--- src/design/imgnn_axis_map.sv ---
// One axis of the destination-to-source mapping: multiply, bit-per-stage divider, clamp.
module imgnn_axis_map #(
    parameter int SIZE_W = 9,
    parameter int DST_W  = 13,
    parameter int QW     = 9
) (
    input  logic              aclk,
    input  logic              adv,
    input  logic [DST_W-1:0]  dst,
    input  logic [SIZE_W-1:0] src_size,
    input  logic [DST_W-1:0]  dst_size,
    output logic [SIZE_W-1:0] src_pos
);

    localparam int NW = DST_W + QW + 1;
    localparam int PW = DST_W + SIZE_W;

    logic [PW-1:0] prod;
    logic [NW-1:0] n_calc;
    logic [NW-1:0] div2;
    logic [NW-1:0] rem_reg [QW+1];
    logic [QW-1:0] quo_reg [QW+1];
    logic [QW-1:0] q_lim;
    logic [QW-1:0] q_fin;

    // numerator 2*dst*S + D, divisor 2*D
    assign prod   = PW'(dst) * PW'(src_size);
    assign n_calc = NW'({prod, 1'b0}) + NW'(dst_size);
    assign div2   = NW'({dst_size, 1'b0});

    // restoring division, one quotient bit per stage, MSB first
    always_ff @(posedge aclk) begin
        if (adv) begin
            rem_reg[0] <= n_calc;
            quo_reg[0] <= '0;
            for (int i = 0; i < QW; i++) begin
                if (rem_reg[i] >= (div2 << (QW - 1 - i))) begin
                    rem_reg[i+1] <= rem_reg[i] - (div2 << (QW - 1 - i));
                    quo_reg[i+1] <= {quo_reg[i][QW-2:0], 1'b1};
                end else begin
                    rem_reg[i+1] <= rem_reg[i];
                    quo_reg[i+1] <= {quo_reg[i][QW-2:0], 1'b0};
                end
            end
        end
    end

    // clamp to S-1
    assign q_fin   = quo_reg[QW];
    assign q_lim   = QW'(src_size) - QW'(1);
    assign src_pos = SIZE_W'((q_fin > q_lim) ? q_lim : q_fin);

endmodule

--- config.mk ---
export PLATFORM = sky130hd
export DESIGN_NAME = imgnn_axis_map
export DESIGN_NICKNAME = d
export VERILOG_FILES = /design/src/design/imgnn_axis_map.sv
export SDC_FILE = /design/constraint.sdc
export NUM_CORES = 1
export LEC_CHECK = 0
export ABC_AREA = 1
export ABC_CLOCK_PERIOD_IN_PS = 11000
export BUFFER_PORTS_ARGS = -buffer_cell sky130_fd_sc_hd__buf_2
export CAP_MARGIN = 40
export CORE_MARGIN = 10
export CORE_UTILIZATION = 60
export DETAILED_ROUTE_END_ITERATION = 8
export PLACE_DENSITY = 0.77
export SYNTH_ARGS = -nofsm -noshare
export SYNTH_HDL_FRONTEND = slang
export SYNTH_SLANG_ARGS = --single-unit
--- constraint.sdc ---
create_clock -name aclk -period 11 [get_ports aclk]
set_input_delay 0 -clock aclk [delete_from_list [all_inputs] [get_ports aclk]]
set_output_delay 0 -clock aclk [all_outputs]
set_load 0.02 [all_outputs]
# == Word level (Yosys, flattened, before mapping) ==
# Memory sizes are Yosys's and may differ from the RTL's.
# Index checks and enable logic that the tools add are counted.
# totals
reg_bits,0
ramBits,320
inputBits,37
mem_count,2
# memory_table
memory,depth,width,read_ports,rd_clocked_by_memory_dff,write_ports,line_no,text
rem_reg,10,23,9,0,10,21,logic [NW-1:0] rem_reg [QW+1];
quo_reg,10,9,10,0,10,22,logic [QW-1:0] quo_reg [QW+1];
# op_classes
addsub,11
multipliers,1
n_lt_le_gt_ge,10
n_mux,75
bitwise_logic,18
# ops
cell,count
$mux 23,9
$mux 9,10
$mux 1,56
$add 23x13->23,1
$ge 23x14->1,1
$ge 23x15->1,1
$ge 23x16->1,1
$ge 23x17->1,1
$ge 23x18->1,1
$ge 23x19->1,1
$ge 23x20->1,1
$ge 23x21->1,1
$ge 23x22->1,1
$sub 23x14->23,1
$sub 23x15->23,1
$sub 23x16->23,1
$sub 23x17->23,1
$sub 23x18->23,1
$sub 23x19->23,1
$sub 23x20->23,1
$sub 23x21->23,1
$sub 23x22->23,1
$mul 13x9->22,1
$or 1x1->1,18
2 further kinds,2

# == Logic depth before layout (Yosys ltp) ==
# Gate-level depths: netlist of run 1.
# An unclocked memory read counts as a cell.
# logic_depth
ltp_word,6
ltp_mapped,30
ltp_nobuf,28

# == Worst setup path after synthesis of run 1 ==
# Ideal clock, no wire load.
# synth_timing
path_kind,input to register
from,input src_size[6]
to,"memory rem_reg[0][16] (netlist bit), data pin"
setup_ns,0.262
arrival_ns,4.849
required_time_ns,10.738
slack_ns,5.889
cell_stages,26
n_path_buf,2
cell_sequence,clkbuf_1 clkbuf_1 nand2_1 fa_1 fa_1 inv_1 fa_1 inv_1 fa_1 inv_1 ha_1 nand2_1 inv_1 nand2_1 nand3_1 xor2_1 ha_1 nand2_1 inv_1 nor3_1 nand2_1 nor2_1 nor2_1 nor2_2 nor2_2 xor2_1
# synth_rtl
element,line_no,text
from (decl),10,"input logic [SIZE_W-1:0] src_size,"
to (decl),21,

==> results of run 1 <==
## metrics by stage
stage,std cells,area [sq um]
2_1_floorplan,2570,21400
3_3_place_gp,3022,22000
3_5_place_dp,3025,22000
4_1_cts,3084,23100
5_1_grt,3084,23100
6_report,3084,23100
## cells in the mapped netlist (3+ instances only)
library cell,instances
nand2_1,679
inv_1,399
edfxtp_1,251
ha_1,181
nor2_1,159
a21oi_1,125
nand3_1,115
o21ai_0,97
fa_1,87
xor2_1,67
xnor2_1,58
clkbuf_1,38
o21ai_2,37
nand4_1,31
nor3_1,29
o21ai_1,21
nand2_2,19
nand3b_1,18
nor4_1,18
buf_6,12
a21oi_2,11
or2_2,10
o21bai_1,9
a31oi_1,8
inv_2,8
nor2_2,8
a21o_1,7
buf_4,5
nand2_4,5
nand3_2,5
a211oi_1,4
a21boi_0,4
and2_1,4
buf_2,4
nor3_2,4
inv_4,3
nor2_4,3
## final timing paths
path	start	end	slack, ps
worst max-delay path	src_size[7]	rem_reg[0][19]	6190
worst min-delay path	adv	rem_reg[1][15]	10
worst max register to register	rem_reg[2][37]	quo_reg[6][0]	8360
worst min register to register	quo_reg[5][3]	quo_reg[6][4]	420
## where the power goes
group	switching (mW)	total, mW	leakage (nW)	internal, mW
Combinational	2.51	3.97	7.99	1.47
Sequential	0.234	1.82	2.43	1.59
Clock	0.392	1.00	0.484	0.611
## logic make-up after synthesis
| kind of cell | Yosys count | synth area share |
|---|---|---|
| and+or+nand+nor | 1120 | 0.228 |
| buffers and inverters | 470 | 0.0879 |
| AOI/OAI and AO/OA | 335 | 0.0939 |
| adders and majority gates | 268 | 0.187 |
| DFF | 252 | 0.352 |
| xor gates and xnor gates | 125 | 0.0511 |
## routing by layer
metal  vias up  share of wire
met2       501           0.47
met1      8026           0.43
met4         0          0.038
met5         -              0
met3        99          0.057
li1       8490              -
## placed cells by master, fill, tap and decap left out, drive strengths merged, types with 33 or more instances in the layout
cell	synthesis	final
nand3	120	120
ha	181	181
o21ai	156	156
clkbuf	38	34
xnor2	58	58
edfxtp	251	251
nor3	33	33
nand2	703	703
buf	22	53
xor2	67	67
a21oi	136	136
fa	87	87
nor2	171	171
inv	410	412
## final cells by class
class                   instances  area [sq um]  area share
clock buffers                  34           754      0.0327
clock inverters                20           251      0.0109
repair buffers                 59           374      0.0162
inverters                     410          1550      0.0671
multi-input cells            1848         12000       0.520
flip-flops and latches        252          7560       0.328
well taps                     461           577      0.0250
## worst max-delay path: stages
cell	delay, ps
buf_2	300
nand2_1	140
fa_1	520
fa_1	550
inv_1	60
fa_1	560
inv_1	70
fa_1	540
inv_1	40
ha_1	350
nand2_1	100
nand2_1	80
inv_1	90
nand3_2	90
xor2_1	180
ha_1	370
nand2_1	120
nor2_1	200
nand3_1	130
nand2_1	140
nand2_1	100
nor2_4	160
nand2_1	90
xnor2_1	130
==> results.json, run 1 <==
{
  "fin_hold_ws_ps": 11.4,
  "ys_seq_elements": 252,
  "die_h_um": 209,
  "globalplace.congestion": 0.949,
  "seq_area_frac_synth": 0.352,
  "drv_cap": 0,
  "grt_overflow": 0,
  "num_vias": 17100,
  "diodes": 0,
  "ff2ff_path_depth": 9,
  "async_flop_share": 0,
  "cts_hold_buf": 5,
  "finalCriticalPeriod_ps": 4810,
  "grt_pass1_vias": 16900,
  "grt.busiest_layer": "met2",
  "synth_top_cell_by_area": "edfxtp_1",
  "fin_util": 0.652,
  "dieArea_sq_mm": 0.0437,
  "postSynthCellCount": 2570,
  "hold_depth": 1,
  "initial_core_util": 0.606,
  "dp_hpwl_mm": 41.7,
  "ctsResizeCount": 0,
  "cts_buffers": 29,
  "core_sq_mm": 0.0354,
  "hold_viol_final": 0,
  "clk_path_buf_depth": 3,
  "tightest_slew_ps": 929,
  "drive_above_1_share": 0.0869,
  "maxSlewHeadroom": 0.380,
  "grt_antenna_before_repair": 0,
  "worst-setup-path-type": "in -> reg",
  "drt_first_pass_iters": 6,
  "crit_path_end_kind": "flop",
  "hold_class": "in -> reg",
  "grtUsageMet2": 0.410,
  "avgSynthCellArea_sq_um": 8.34,
  "setup_violations": 0,
  "path_clk_slew_ps": 60,
  "min_period_over_period": 0.437,
  "clk-insertion-delay-late_ps": 550,
  "grt_first_pass_wirelength_mm": 87.2,
  "yosysUniqueCellTypes": 59,
  "fin_nets": 2905,
  "wl_per_cell_um": 17.4,
  "row_count": 69,
  "ant_nets": 0,
  "grtUsageMet3": 0.0337,
  "grt_util_met1": 0.318,
  "drv_slew": 0,
  "critPathLaunchType": "input port",
  "numPortBuffers": 45,
  "syn_to_final_growth_pct": 7.54,
  "grt_util_all_layers": 0.245,
  "cts_setup_buffers": 0,
  "die_x_um": 209,
  "crit_arrival_ps": 5110,
  "pre_cts_slack_ps": 5710,
  "drt_iter0_drc": 1276,
  "power_density_mw_per_mm2": 295,
  "fmax_mhz": 208,
  "ys_warn_count": 0,
  "cts_tree": "done",
  "n_fill_cell": 3036,
  "largest_reg_flops": 207,
  "status": "finished, final reports clean",
  "synth_edf_count": 251,
  "finalSetupTns_ps": 0,
  "cts_root_buffer": "clkbuf_16",
  "path_max_fanout": 15,
  "synth_top_area_share": 0.351,
  "synth_flop_cell": "edfxtp_1",
  "io_pins": 46,
  "setup_ws_ps": 6190,
  "p_leak_nw": 10.9,
  "wl_mm": 53.6,
  "vias_per_cell": 5.55,
  "drc_errors": 0,
  "grt_max_degree": 116,
  "cts_max_level": 1,
  "ir_worst_vdd_mv": 0.252,
  "required_ps": 11300,
  "yosys-top-cells-area": "edfxtp_1 35%, nand2_1 12%, ha_1 11%",
  "clkSinkCount": 252,
  "synth_area_sq_mm": 0.0214,
  "rsz0062_at_grt": "no",
  "syn-num-nets": 2875,
  "power_mw": 6.80,
  "skew_ps": 13.8
}
No activity file was read; power rests on OpenSTA's default activity.
==> inputs of run 2 (changes only) <==
--- a/config.mk
+++ b/config.mk
@@ -6,7 +6,7 @@
 export NUM_CORES = 1
 export LEC_CHECK = 0
 export ABC_AREA = 1
-export ABC_CLOCK_PERIOD_IN_PS = 11000
+export ABC_CLOCK_PERIOD_IN_PS = 4900
 export BUFFER_PORTS_ARGS = -buffer_cell sky130_fd_sc_hd__buf_2
 export CAP_MARGIN = 40
 export CORE_MARGIN = 10
==> constraint.sdc (replaced) <==
create_clock -name aclk -period 4.9 [get_ports aclk]
set_input_delay 0 -clock aclk [delete_from_list [all_inputs] [get_ports aclk]]
set_output_delay 0 -clock aclk [all_outputs]
set_load 0.02 [all_outputs]
==> results.json, run 2 (same netlist as run 1, synthesis figures left out) <==
{
  "wl_per_cell_um": 17.2,
  "critPathMostFrequentCell": "nand2_1",
  "drv_slew": 0,
  "setup_ws_ps": 373,
  "cts_root_buffer": "clkbuf_16",
  "wl_mm": 54.4,
  "regToRegEndpoint": "rem_reg[1][30]",
  "grt_util_all_layers": 0.248,
  "skew_ps": 10.4,
  "grt_antenna_before_repair": 2,
  "p_leak_nw": 11.3,
  "place_area_sq_mm": 0.0225,
  "drv_cap": 0,
  "n_fill_cell": 2952,
  "clkSinkCount": 252,
  "fin_util": 0.667,
  "power_density_mw_per_mm2": 668,
  "die_h_um": 209,
  "grt_overflow": 0,
  "io_pins": 46,
  "diodes": 0,
  "row_count": 69,
  "numPortBuffers": 45,
  "ir_worst_vdd_mv": 0.485,
  "crit_arrival_ps": 4840,
  "finalCriticalPeriod_ps": 4530,
  "final_cell_mix": "679 x nand2_1, 399 x inv_1, 251 x edfxtp_1",
  "clk-insertion-delay-late_ps": 560,
  "ant_nets": 0,
  "postLayoutCellArea_sq_mm": 0.0236,
  "grt_max_degree": 101,
  "layout_commonest_cell": "nand2_1",
  "numPlacedInstances": 3095,
  "rsz0062_at_grt": "no",
  "multiInputGateArea_sq_mm": 0.0120,
  "ff2ff_path_depth": 12,
  "maxSlewHeadroom": 0.451,
  "fin_nets": 2976,
  "vias_per_cell": 5.53,
  "drive_above_1_share": 0.109,
  "hold_class": "in -> reg",
  "pre_cts_slack_ps": -151,
  "slowest_delay_ps": 560,
  "setup_violations": 0,
  "cts_tree": "done",
  "fmax_mhz": 221,
  "dp_hpwl_mm": 43.1,
  "hold_depth": 3,
  "largest_reg_flops": 207,
  "drc_errors": 0,
  "critPathLaunchType": "input port",
  "ff2ff_setup_slack_ps": 2230,
  "worst_hold_path.endpoint": "rem_reg[0][8]",
  "grt_first_pass_wirelength_mm": 88.4,
  "core_sq_mm": 0.0354,
  "dieArea_sq_mm": 0.0437,
  "worst-setup-path-type": "in -> reg",
  "clk_path_buf_depth": 3,
  "syn_to_final_growth_pct": 10.1,
  "seq_area_sq_mm": 0.00756,
  "initial_core_util": 0.606,
  "tightest_slew_ps": 822,
  "path_max_fanout": 4,
  "r2r_start": "rem_reg[1][7]",
  "slowest_stage": "fa_1",
  "crit_path_end_kind": "flop",
  "status": "finished, final reports clean",
  "path_clk_slew_ps": 60,
  "required_ps": 5210,
  "cts_buffers": 29,
  "drt_iter0_drc": 1327,
  "worstHoldStart": "dst_size[8]",
  "cts_max_level": 1,
  "num_vias": 17400,
  "min_period_over_period": 0.924,
  "drt_first_pass_iters": 5,
  "globalplace.congestion": 0.911,
  "grt_pass1_vias": 17500,
  "fin_cells": 3154,
  "hold_viol_final": 0,
  "die_x_um": 209
}
==> run 2: cell types whose count changed in the layout (fill, tap and decap cells not counted), moves of 2 or more <==
cell        change
clkinv_2        -5
clkinv_1        +4
clkinvlp_4      -2
inv_6           +3
buf_4          +70
==> run 2: routing by layer <==
layer / vias to the layer above / routed length [um] / part of all wire / GRT usage
met5: - / 0 / 0 / 0
met4: 0 / 2310 / 0.042 / 0.103
met3: 112 / 3150 / 0.058 / 0.0395
met2: 478 / 25600 / 0.47 / 0.410
met1: 8236 / 23300 / 0.43 / 0.318
li1: 8619 / - / - / -
==> run 2: worst max-delay path by stage <==
stage	depth (start not counted)	end	slack, ps	startpoint
floorplan	26	rem_reg[0][16]	-4	src_size[7]
global placement	25	rem_reg[0][16]	-50	src_size[8]
CTS	25	rem_reg[0][16]	420	src_size[8]
detailed placement	24	rem_reg[0][18]	-150	src_size[8]
finish	25	rem_reg[0][16]	370	src_size[8]
global route	26	rem_reg[0][21]	50	src_size[5]
==> run 2: stage by stage <==
stage | TNS [ps] | total power, mW | hold WS [ps]
final | 0 | 15.8 | 27.0
after CTS | 0 | 15.7 | 11.9
after detailed placement | -1210 | 13.4 | 405
after global placement | -183 | 13.2 | 401
after global routing | 0 | 17.2 | 47.4
after floorplan | -3.96 | 10.8 | 98.9
==> run 2: worst max-delay path, delay by kind of cell <==
kind	cells	cell delay [ps]
buffers and inverters	5	340
adders and majority gates	6	2810
and+or+nand+nor	12	1300
xor gates and xnor gates	2	370
==> run 2: power by group <==
group,leakage (nW),total [mW],switching [mW],internal (mW)
combinational,8.35,9.43,5.70,3.73
clock,0.475,2.24,0.887,1.36
sequential,2.43,4.09,0.525,3.57
==> run 2: what timing repair did <==
action                                 CTS  global route
setup endpoints to repair                0             0
endpoints found under the hold margin   25             0
hold buffers                             5             0
resized for setup                        0             0
buffers inserted                         0             0
==> run 2: final cells by class <==
class	count	share of cell area
Timing Repair Buffer	130	0.0395
Inverter	410	0.0655
Multi-Input combinational cell	1848	0.508
Sequential cell	252	0.320
Clock buffer	33	0.0314
Clock inverter	20	0.0106
Tap cell	461	0.0244
